==> config.mk <==
export PLATFORM = sky130hd
export DESIGN_NAME = pairing_mode_controller
export DESIGN_NICKNAME = d
export VERILOG_FILES = /design/src/rtl/pmc_pkg.sv /design/src/rtl/pairing_mode_controller.sv
export SDC_FILE = /design/constraint.sdc
export NUM_CORES = 1
export LEC_CHECK = 0
export CORE_ASPECT_RATIO = 2
export CORE_MARGIN = 5
export CORE_UTILIZATION = 65
export DETAILED_ROUTE_END_ITERATION = 7
export DONT_BUFFER_PORTS = 1
export PLACE_DENSITY = 0.83
export SETUP_SLACK_MARGIN = 0.05
export SKIP_LAST_GASP = 1
export SYNTH_ARGS = -nofsm -noshare
export SYNTH_HDL_FRONTEND = slang
export SYNTH_SLANG_ARGS = --single-unit
==> constraint.sdc <==
create_clock -name aclk -period 7.2 [get_ports aclk]
set_input_delay 0.72 -clock aclk [delete_from_list [all_inputs] [get_ports aclk]]
set_output_delay 0.72 -clock aclk [all_outputs]
set_load 0.03 [all_outputs]
==> src/rtl/pmc_pkg.sv <==
// Package for the pairing mode controller: payload structs, mode encoding,
// register map and reset values. No dependencies.
package pmc_pkg;

    // Default width of the internal time arithmetic
    localparam int TIME_BITS_DEFAULT = 32;

    // Register reset values
    localparam logic [15:0] HOLD_TIME_RESET         = 16'd3000;
    localparam logic [23:0] DISCOVERY_TIMEOUT_RESET = 24'd30000;
    localparam logic [15:0] FLASH_INTERVAL_RESET    = 16'd500;

    // Register map: word index = paddr[3:2]
    localparam int PADDR_BITS = 4;
    typedef enum logic [1:0] {
        REG_HOLD_TIME         = 2'd0,
        REG_DISCOVERY_TIMEOUT = 2'd1,
        REG_FLASH_INTERVAL    = 2'd2
    } reg_index_t;

    // Controller modes
    typedef enum logic [1:0] {
        MODE_WAITING     = 2'd0,
        MODE_DISCOVERING = 2'd1,
        MODE_DISCOVERED  = 2'd2
    } mode_t;

    // One poll
    typedef struct packed {
        logic [31:0] now_ms;
        logic        button_down;
        logic        connect_event;
        logic        disconnect_event;
    } pmc_in_t;

    // One result
    typedef struct packed {
        logic [1:0] mode_now;
        logic       red_led;
        logic       blue_led;
        logic       start_advertising;
        logic       stop_advertising;
    } pmc_out_t;

endpackage

==> src/rtl/pairing_mode_controller.sv <==
// Pairing mode controller top level: poll input register, mode step logic,
// result register and APB register file. Depends on pmc_pkg.
//
// Each poll transaction carries the millisecond time, the button level and
// connect/disconnect events; each produces exactly one result transaction
// with the mode, LED levels and advertising start/stop pulses. Throughput is
// one poll per clock cycle while the result channel is not stalled by
// m_ready. A poll is held in the input register; its result is presented
// from the result register after the step fires. A single pass of compare
// logic lies between those two registers.
// Registers: 0x0 hold_time_ms (16 bit), 0x4 discovery_timeout_ms (24 bit),
// 0x8 flash_interval_ms (16 bit); write them only while the block is idle.
// Time sums and compares wrap at TIME_BITS bits.
module pairing_mode_controller
    import pmc_pkg::*;
#(
    parameter int TIME_BITS = TIME_BITS_DEFAULT
) (
    input  logic                  aclk,
    input  logic                  aresetn,
    // Poll channel
    input  logic                  s_valid,
    output logic                  s_ready,
    input  pmc_in_t               s_data,
    // Result channel
    output logic                  m_valid,
    input  logic                  m_ready,
    output pmc_out_t              m_data,
    // Configuration port
    input  logic                  psel,
    input  logic                  penable,
    input  logic                  pwrite,
    input  logic [PADDR_BITS-1:0] paddr,
    input  logic [31:0]           pwdata,
    output logic [31:0]           prdata,
    output logic                  pready
);

    typedef logic [TIME_BITS-1:0] time_t;

    // Configuration registers
    logic [15:0] hold_time_reg;
    logic [23:0] discovery_timeout_reg;
    logic [15:0] flash_interval_reg;
    reg_index_t  reg_sel;
    logic        cfg_write;

    // Pipeline
    pmc_in_t  in_data_reg;
    logic     in_valid_reg;
    pmc_out_t out_data_reg;
    logic     out_valid_reg;
    pmc_out_t out_data_next;
    logic     advance;

    // Controller state
    mode_t mode_reg, mode_next;
    logic  button_was_down_reg, button_was_down_next;
    time_t hold_start_reg, hold_start_next;
    time_t discovery_start_reg, discovery_start_next;
    time_t discovered_time_reg, discovered_time_next;
    time_t next_flash_reg, next_flash_next;
    logic  connected_reg, connected_next;
    logic  red_reg, red_next;
    logic  blue_reg, blue_next;
    logic  stamp_due_reg, stamp_due_next;

    // Step-local values
    time_t now_t;
    logic  btn;
    logic  start_pulse;
    logic  stop_pulse;
    logic  hold_expired;
    logic  timeout_expired;
    logic  dwell_expired;

    // APB register file
    assign pready    = 1'b1;
    assign reg_sel   = reg_index_t'(paddr[3:2]);
    assign cfg_write = psel && penable && pwrite && pready;

    always_ff @(posedge aclk) begin
        if (!aresetn) begin
            hold_time_reg         <= HOLD_TIME_RESET;
            discovery_timeout_reg <= DISCOVERY_TIMEOUT_RESET;
            flash_interval_reg    <= FLASH_INTERVAL_RESET;
        end else if (cfg_write) begin
            unique case (reg_sel)
                REG_HOLD_TIME:         hold_time_reg         <= pwdata[15:0];
                REG_DISCOVERY_TIMEOUT: discovery_timeout_reg <= pwdata[23:0];
                REG_FLASH_INTERVAL:    flash_interval_reg    <= pwdata[15:0];
                default: ;
            endcase
        end
    end

    always_comb begin
        unique case (reg_sel)
            REG_HOLD_TIME:         prdata = {16'd0, hold_time_reg};
            REG_DISCOVERY_TIMEOUT: prdata = {8'd0, discovery_timeout_reg};
            REG_FLASH_INTERVAL:    prdata = {16'd0, flash_interval_reg};
            default:               prdata = 32'd0;
        endcase
    end

    // Handshake: the step fires when the input register holds a poll and
    // the result register is free or being drained this cycle
    assign advance = in_valid_reg && (!out_valid_reg || m_ready);
    assign s_ready = !in_valid_reg || advance;
    assign m_valid = out_valid_reg;
    assign m_data  = out_data_reg;

    // Input register
    always_ff @(posedge aclk) begin
        if (!aresetn) begin
            in_valid_reg <= 1'b0;
        end else if (s_ready) begin
            in_valid_reg <= s_valid;
        end
    end

    always_ff @(posedge aclk) begin
        if (s_valid && s_ready) begin
            in_data_reg <= s_data;
        end
    end

    // Result register
    always_ff @(posedge aclk) begin
        if (!aresetn) begin
            out_valid_reg <= 1'b0;
        end else if (advance) begin
            out_valid_reg <= 1'b1;
        end else if (m_ready) begin
            out_valid_reg <= 1'b0;
        end
    end

    always_ff @(posedge aclk) begin
        if (advance) begin
            out_data_reg <= out_data_next;
        end
    end

    // Controller state registers, updated once per poll
    always_ff @(posedge aclk) begin
        if (!aresetn) begin
            mode_reg            <= MODE_WAITING;
            button_was_down_reg <= 1'b0;
            hold_start_reg      <= '0;
            discovery_start_reg <= '0;
            discovered_time_reg <= '0;
            next_flash_reg      <= '0;
            connected_reg       <= 1'b0;
            red_reg             <= 1'b0;
            blue_reg            <= 1'b0;
            stamp_due_reg       <= 1'b0;
        end else if (advance) begin
            mode_reg            <= mode_next;
            button_was_down_reg <= button_was_down_next;
            hold_start_reg      <= hold_start_next;
            discovery_start_reg <= discovery_start_next;
            discovered_time_reg <= discovered_time_next;
            next_flash_reg      <= next_flash_next;
            connected_reg       <= connected_next;
            red_reg             <= red_next;
            blue_reg            <= blue_next;
            stamp_due_reg       <= stamp_due_next;
        end
    end

    // Time of this poll, wrapped to the internal width
    assign now_t = time_t'(in_data_reg.now_ms);
    assign btn   = in_data_reg.button_down;

    // Wrapped deadline compares
    assign hold_expired =
        now_t > time_t'(hold_start_reg + time_t'(hold_time_reg));
    assign timeout_expired =
        now_t > time_t'(discovery_start_reg + time_t'(discovery_timeout_reg));

    // Mode step: events first (connect, then disconnect), then the mode
    always_comb begin
        mode_next            = mode_reg;
        button_was_down_next = button_was_down_reg;
        hold_start_next      = hold_start_reg;
        discovery_start_next = discovery_start_reg;
        discovered_time_next = discovered_time_reg;
        next_flash_next      = next_flash_reg;
        connected_next       = connected_reg;
        red_next             = red_reg;
        blue_next            = blue_reg;
        stamp_due_next       = stamp_due_reg;
        start_pulse          = 1'b0;
        stop_pulse           = 1'b0;

        if (in_data_reg.connect_event) begin
            connected_next = 1'b1;
            blue_next      = 1'b1;
        end
        if (in_data_reg.disconnect_event) begin
            connected_next       = 1'b0;
            mode_next            = MODE_DISCOVERED;
            discovered_time_next = '0;
            stamp_due_next       = 1'b1;
        end

        // dwell compare uses the discovered time after a possible disconnect
        dwell_expired =
            now_t > time_t'(discovered_time_next + time_t'(hold_time_reg));

        unique case (mode_next)
            MODE_WAITING: begin
                if (button_was_down_reg && !btn) begin
                    button_was_down_next = 1'b0;
                end else if (!button_was_down_reg && btn) begin
                    hold_start_next      = now_t;
                    button_was_down_next = 1'b1;
                end else if (button_was_down_reg && btn && hold_expired) begin
                    mode_next            = MODE_DISCOVERING;
                    red_next             = 1'b0;
                    discovery_start_next = now_t;
                    hold_start_next      = now_t;
                    start_pulse          = 1'b1;
                end
            end
            MODE_DISCOVERING: begin
                if (!connected_next) begin
                    // blink blue
                    if (now_t >= next_flash_reg) begin
                        blue_next       = !blue_next;
                        next_flash_next = time_t'(now_t + time_t'(flash_interval_reg));
                    end
                    // long hold or timeout cancels discovery
                    if (button_was_down_reg && !btn) begin
                        button_was_down_next = 1'b0;
                    end else if (!button_was_down_reg && btn) begin
                        hold_start_next      = now_t;
                        button_was_down_next = 1'b1;
                    end else if ((button_was_down_reg && btn && hold_expired) ||
                                 timeout_expired) begin
                        mode_next       = MODE_WAITING;
                        red_next        = 1'b1;
                        blue_next       = 1'b0;
                        hold_start_next = now_t;
                        stop_pulse      = 1'b1;
                    end
                end
            end
            MODE_DISCOVERED: begin
                if (stamp_due_next) begin
                    stop_pulse           = 1'b1;
                    discovered_time_next = now_t;
                    stamp_due_next       = 1'b0;
                end else if (dwell_expired) begin
                    blue_next = 1'b0;
                    mode_next = MODE_WAITING;
                end
            end
            default: ;
        endcase

        out_data_next.mode_now          = mode_next;
        out_data_next.red_led           = red_next;
        out_data_next.blue_led          = blue_next;
        out_data_next.start_advertising = start_pulse;
        out_data_next.stop_advertising  = stop_pulse;
    end

endmodule
# Word level (Yosys, flattened, before mapping)
# Cells that the tools add are included.
# word_totals
reg_bits,234
output_inout_bits,41
elab_cells,130
# op_classes
n_addsub,4
order_cmp,4
n_eq_ne,9
n_mux,57
reduce_logical,28
n_bitwise,4
# ops
operator,n
$mux 32,10
$add 32x16->32,3
$gt 32x32->1,3
$pmux 24 s3,1
$pmux 32 s2,1
$add 32x24->32,1
$ge 32x32->1,1
$mux 1,30
$mux 2,10
$logic_and 1x1->1,8
$pmux 1 s2,4
$reduce_and 7->1,1
$ne 2x2->1 const B,3
$ne 3x3->1 const B,2
$pmux 2 s3,1
$reduce_and 2->1,3
$logic_not 1->1,5
$reduce_and 5->1,1
$eq 2x1->1 const B,2
$eq 2x2->1 const B,2
$logic_not 2->1,2
$not 1->1,4
$reduce_and 4->1,1
$reduce_bool 2->1,2
other kinds (3),5

# Depth between registers and ports, before layout
# logic_depth
word_depth,9
depth_mapped,25

# Least setup slack after synthesis
# No wires, ideal clock.
# synth_timing
kind,flip-flop to flip-flop
from,reg hold_time_reg[0]
to,reg hold_start_reg[30]
setup_time_ps,128
arrival_time_ps,5092
required_ps,7072
period_less_slack_ps,5220
path_stages_with_launch,24
setup_slack_ps,1980
cell_sequence,dfxtp_1 -> ha_1 -> inv_1 -> fa_1 -> nor2b_1 -> o31a_1 -> o31ai_1 -> a31oi_1 -> nand4_1 -> a31oi_1 -> and2_1 -> clkbuf_1 -> nand3_1 -> xor2_1 -> ha_1 -> nand3_2 -> or3_1 -> or4_4 -> o41ai_4 -> nor2_2 -> o311ai_4 -> buf_6 -> mux2i_1 -> nor2_1
# synth_via
elab_chain_len,6
word_cells_on_any_way,7
classes_between,add/sub: 1; order compare: 1; eq/ne: 2; reduce/logical: 3
# synth_lines
item,line,text
from (decl),pairing_mode_controller.sv:42,logic [15:0] hold_time_reg;
from (signal assigned),pairing_mode_controller.sv:89,REG_HOLD_TIME: hold_time_reg <= pwdata[15:0];
$add 32x16->32 (*),pairing_mode_controller.sv:178,now_t > time_t'(hold_start_reg + time_t'(hold_time_reg));
$gt 32x32->1 (*),pairing_mode_controller.sv:178,
$logic_and 1x1->1 (*),"pairing_mode_controller.sv:219, pairing_mode_controller.sv:240",
$logic_or 1x1->1,pairing_mode_controller.sv:240,end else if ((button_was_down_reg && btn && hold_expired) ||
$ne 3x3->1 (no source line),-,
$reduce_and 7->1 (no source line) (*),-,
to (signal assigned),pairing_mode_controller.sv:161,hold_start_reg <= hold_start_next;
to (decl),pairing_mode_controller.sv:59,"time_t hold_start_reg, hold_start_next;"
# Mark *: on every way between the ends. The rest lies on a longest branch, timed or not.
# A chain may end at the register's enable or synchronous reset.

# Worst setup path after layout
# layout_timing
from,reg hold_time_reg[0]
to,reg discovery_start_reg[25]
# layout_via
elab_chain_len,4
# layout_lines
item,line,text
$add 32x16->32,pairing_mode_controller.sv:178,
$gt 32x32->1,pairing_mode_controller.sv:178,
$logic_and 1x1->1,pairing_mode_controller.sv:219,end else if (button_was_down_reg && btn && hold_expired) begin
$reduce_and 5->1 (no source line),-,
to (signal assigned),pairing_mode_controller.sv:162,discovery_start_reg <= discovery_start_next;
to (decl),pairing_mode_controller.sv:60,"time_t discovery_start_reg, discovery_start_next;"
# Every way passes these cells.

==> out/qor.csv <==
stage,metric,value,unit
power_and_ir_drop,pwr-share-seq,48.8,%
clocking,cts_sinks,234,
die,io_pins,119,
placed_design,buffer_ports.inserted,0,
setup_path,arrival,6.68,ns
clocking,cts_setup_buffers,0,
placed_design,dp_hpwl,31480,um
clocking,ctsHoldBuffers,0,
setup_path,critPathCaptureType,flip-flop,
synthesis,synth-edff-count,41,
setup_path,cp-start-kind,flip-flop,
synthesis,ys_seq_area_share,32.05,%
timing,final-hold-violation-count,0,
timing,clock-skew-final,0.01562,ns
power_and_ir_drop,switching_share,26.73,%
timing,finalMaxSlewViolations,0,
placed_design,placed_cells,2065,
layout,synthToLayoutAreaGrowth,5.030,%
layout,final_cell_count_no_fill,2105,
global_route,grt_start_max_net_pins,86,
layout,n_antenna_cell,0,
synthesis,netlist.area_leader.share,24.31,%
timing,setup_violations,0,
synthesis,async_flop_share,0,%
synthesis,synthTopCellsByArea,"dfxtp_1, ha_1, edfxtp_1",
global_route,antenna_found_initial,0,
placed_design,post_dp_cell_area,0.01600,mm2
die,initial_core_util,65.35,%
clocking,cts_tree,built,
layout,final_area,0.01669,mm2
global_route,grt_pass1_vias,13751,
synthesis,netlist_area,0.01590,mm2
die,fp.coreArea,0.02432,mm2
clocking,cts.path.max_buffers,3,
power_and_ir_drop,p_leak,6.967,nW
setup_path,r2r-start,hold_time_reg[0],
route,vias_per_cell,6.451,
placed_design,place.gp.congestion,0.9638,
global_route,grt_use_total,30.28,%
timing,max_freq,158.9,MHz
clocking,clockRootBuffer,clkbuf_16,
layout,drive_gt1_share,4.077,%
timing,fin_tns_setup,0,ns
clocking,htreeDepth,1,
setup_path,worstSetupPathType,flip-flop to flip-flop,
timing,hold-worst-slack,0.2776,ns
layout,nFillCells,1967,
power_and_ir_drop,p_sw,0.7812,mW
synthesis,synth_warnings,0,
route,drt_iter0_markers,896,
timing,fin_crit,6.294,ns
timing,max_slew_margin,11.45,%
route,totalWireLength,42380,um
die,row_count,81,
route,vias,13580,
synthesis,synth-main-ff-cell,dfxtp_1,
status,status,"complete, no violations",
synthesis,synth.avg_cell_area,8.662,um2
clocking,cts_made_buffers,22,
die,die_h,231.2,um
synthesis,ys_ff_latch,234,
timing,tightest_slew,1.322,ns
setup_path,critPathRequiredTime,7.58,ns
synthesis,synth_top_cell_by_area,dfxtp_1,
route,antenna_left,0,
route,drc_errors,0,
global_route,grt_pass1_wl,67840,um
global_route,grt_overflow_total,0,
synthesis,yosysUniqueCellTypes,77,
power_and_ir_drop,p_total,2.923,mW
power_and_ir_drop,comb_power_share,11.4,%
setup_path,crit_fanout,32,
die,die_w,120.6,um
clocking,clk_pin_slew,0.07,ns
clocking,insertion_delay,0.53,ns
setup_path,crit_start,hold_time_reg[0],
route,firstDrtPassIters,5,
min_path,hold_start,s_data[34],
layout,num-nets-final,2089,
timing,timing.final.crit_share,87.42,%
die,die_area,0.02787,mm2
power_and_ir_drop,irDropWorstVdd,0.1972,mV
layout,layout_commonest_cell,ha_1,
power_and_ir_drop,p_clk_share,39.8,%
synthesis,syn_inst,1835,
route,routedWlPerCell,20.13,um
job,drv_cap,0,
clocking,cts.repair.resized,0,
layout,layout_common_cells,"ha_1, nand2_1, dfxtp_1",
power_and_ir_drop,intPower,2.142,mW
power_and_ir_drop,power_density,175.1,mW/mm2
min_path,hp-class,primary input to flip-flop,
timing,rsz0062_at_grt,no,
critical path: stages, from the launching register on:
cell     delay [ns]
dfxtp_1        0.52
ha_1           0.27
inv_1          0.07
fa_1           0.40
nor2b_1        0.17
o31a_1         0.20
o31ai_1        0.12
a31oi_1        0.25
nand4_1        0.16
a31oi_1        0.24
and2_1         0.33
nand3_1        0.13
xor2_1         0.17
ha_1           0.31
nand3_2        0.09
or3_1          0.41
or4_4          0.59
a21oi_1        0.14
a21oi_1        0.13
nor2_2         0.27
and4b_2        0.28
buf_4          0.52
mux2i_1        0.26
nor2_1         0.06
metrics by stage:
| stage | utilization [%] | worst slack [ns] |
|---|---|---|
| finish | 68.64 | 0.9060 |
| global route | 68.64 | 0.5396 |
| CTS | 68.64 | 0.9877 |
| detailed placement | 65.79 | 1.054 |
| global placement | 65.79 | 1.166 |
| floorplan | - | 1.980 |
cell families after synthesis:
| kind of cell | Yosys count | synth area share, % |
|---|---|---|
| buffers and inverters | 151 | 4.164 |
| muxes | 98 | 6.171 |
| and+or+nand+nor | 634 | 18.53 |
| adders and majority gates | 212 | 16.88 |
| other | 2 | 0.04725 |
| DFF | 234 | 32.05 |
| xor gates and xnor gates | 106 | 5.841 |
| AOI/OAI and AO/OA | 398 | 16.32 |
final cells by class:
class                      instances  area (um2)  area share (%)
multi-input combinational       1457       10190           61.01
sequential                       234        5095           30.52
clock buffer                      33       633.1           3.792
tap                              290       362.8           2.173
inverter                          73       276.5           1.656
timing repair buffer              11       82.58          0.4946
clock inverter                     7       58.81          0.3522
Yosys cell counts (4+ instances only):
master     count
buf_2          5
o21bai_1       6
a31o_2         5
nor3_1        19
nand2b_1       8
o211ai_1       8
ha_1         208
nand4_1       39
xnor2_1       49
xor2_1        57
a21oi_1      129
a21o_1        44
o21ai_0       68
o31ai_1       10
buf_1          4
inv_1         71
a22oi_1       34
edfxtp_1      41
clkbuf_1      51
fa_1           4
o31a_1         7
buf_4         12
nor3b_1        4
dfxtp_1      193
nor2b_1       37
nand3b_1       5
a211oi_1      14
a31oi_1       14
and3_1        26
o21a_1        16
or3_1         10
mux2i_1       98
buf_6          4
nand3_1       59
and2_1        15
nor2_1       192
nor4_1         5
nand2_1      196
or2_2          5
o2111ai_1      6
power by group through the flow:
stage          Sequential (mW)  Combinational, mW  Clock [mW]
2_1_floorplan             1.43              0.272           0
3_3_place_gp              1.45              0.314           0
3_5_place_dp              1.45              0.328           0
4_1_cts                   1.42              0.333        1.17
5_1_grt                   1.43              0.377        1.22
6_report                  1.43              0.334        1.16
routing by layer:
layer | global-route usage (%) | vias up | wire length, um
met5 | 0 | - | 0
met4 | 27.48 | 0 | 4486
met3 | 3.565 | 215 | 1719
met2 | 54.81 | 446 | 21720
met1 | 29.30 | 6437 | 14450
li1 | - | 6482 | -
path summary, 6_finish.rpt:
path	end	slack (ns)	cells past startpoint
hold / removal	now_t[31]	0.28	0
setup reg to reg	discovery_start_reg[25]	0.91	23
setup / recovery	discovery_start_reg[25]	0.91	23
hold reg to reg	connected_reg	0.47	2
Note: power is estimated with default switching activity, not from simulation.
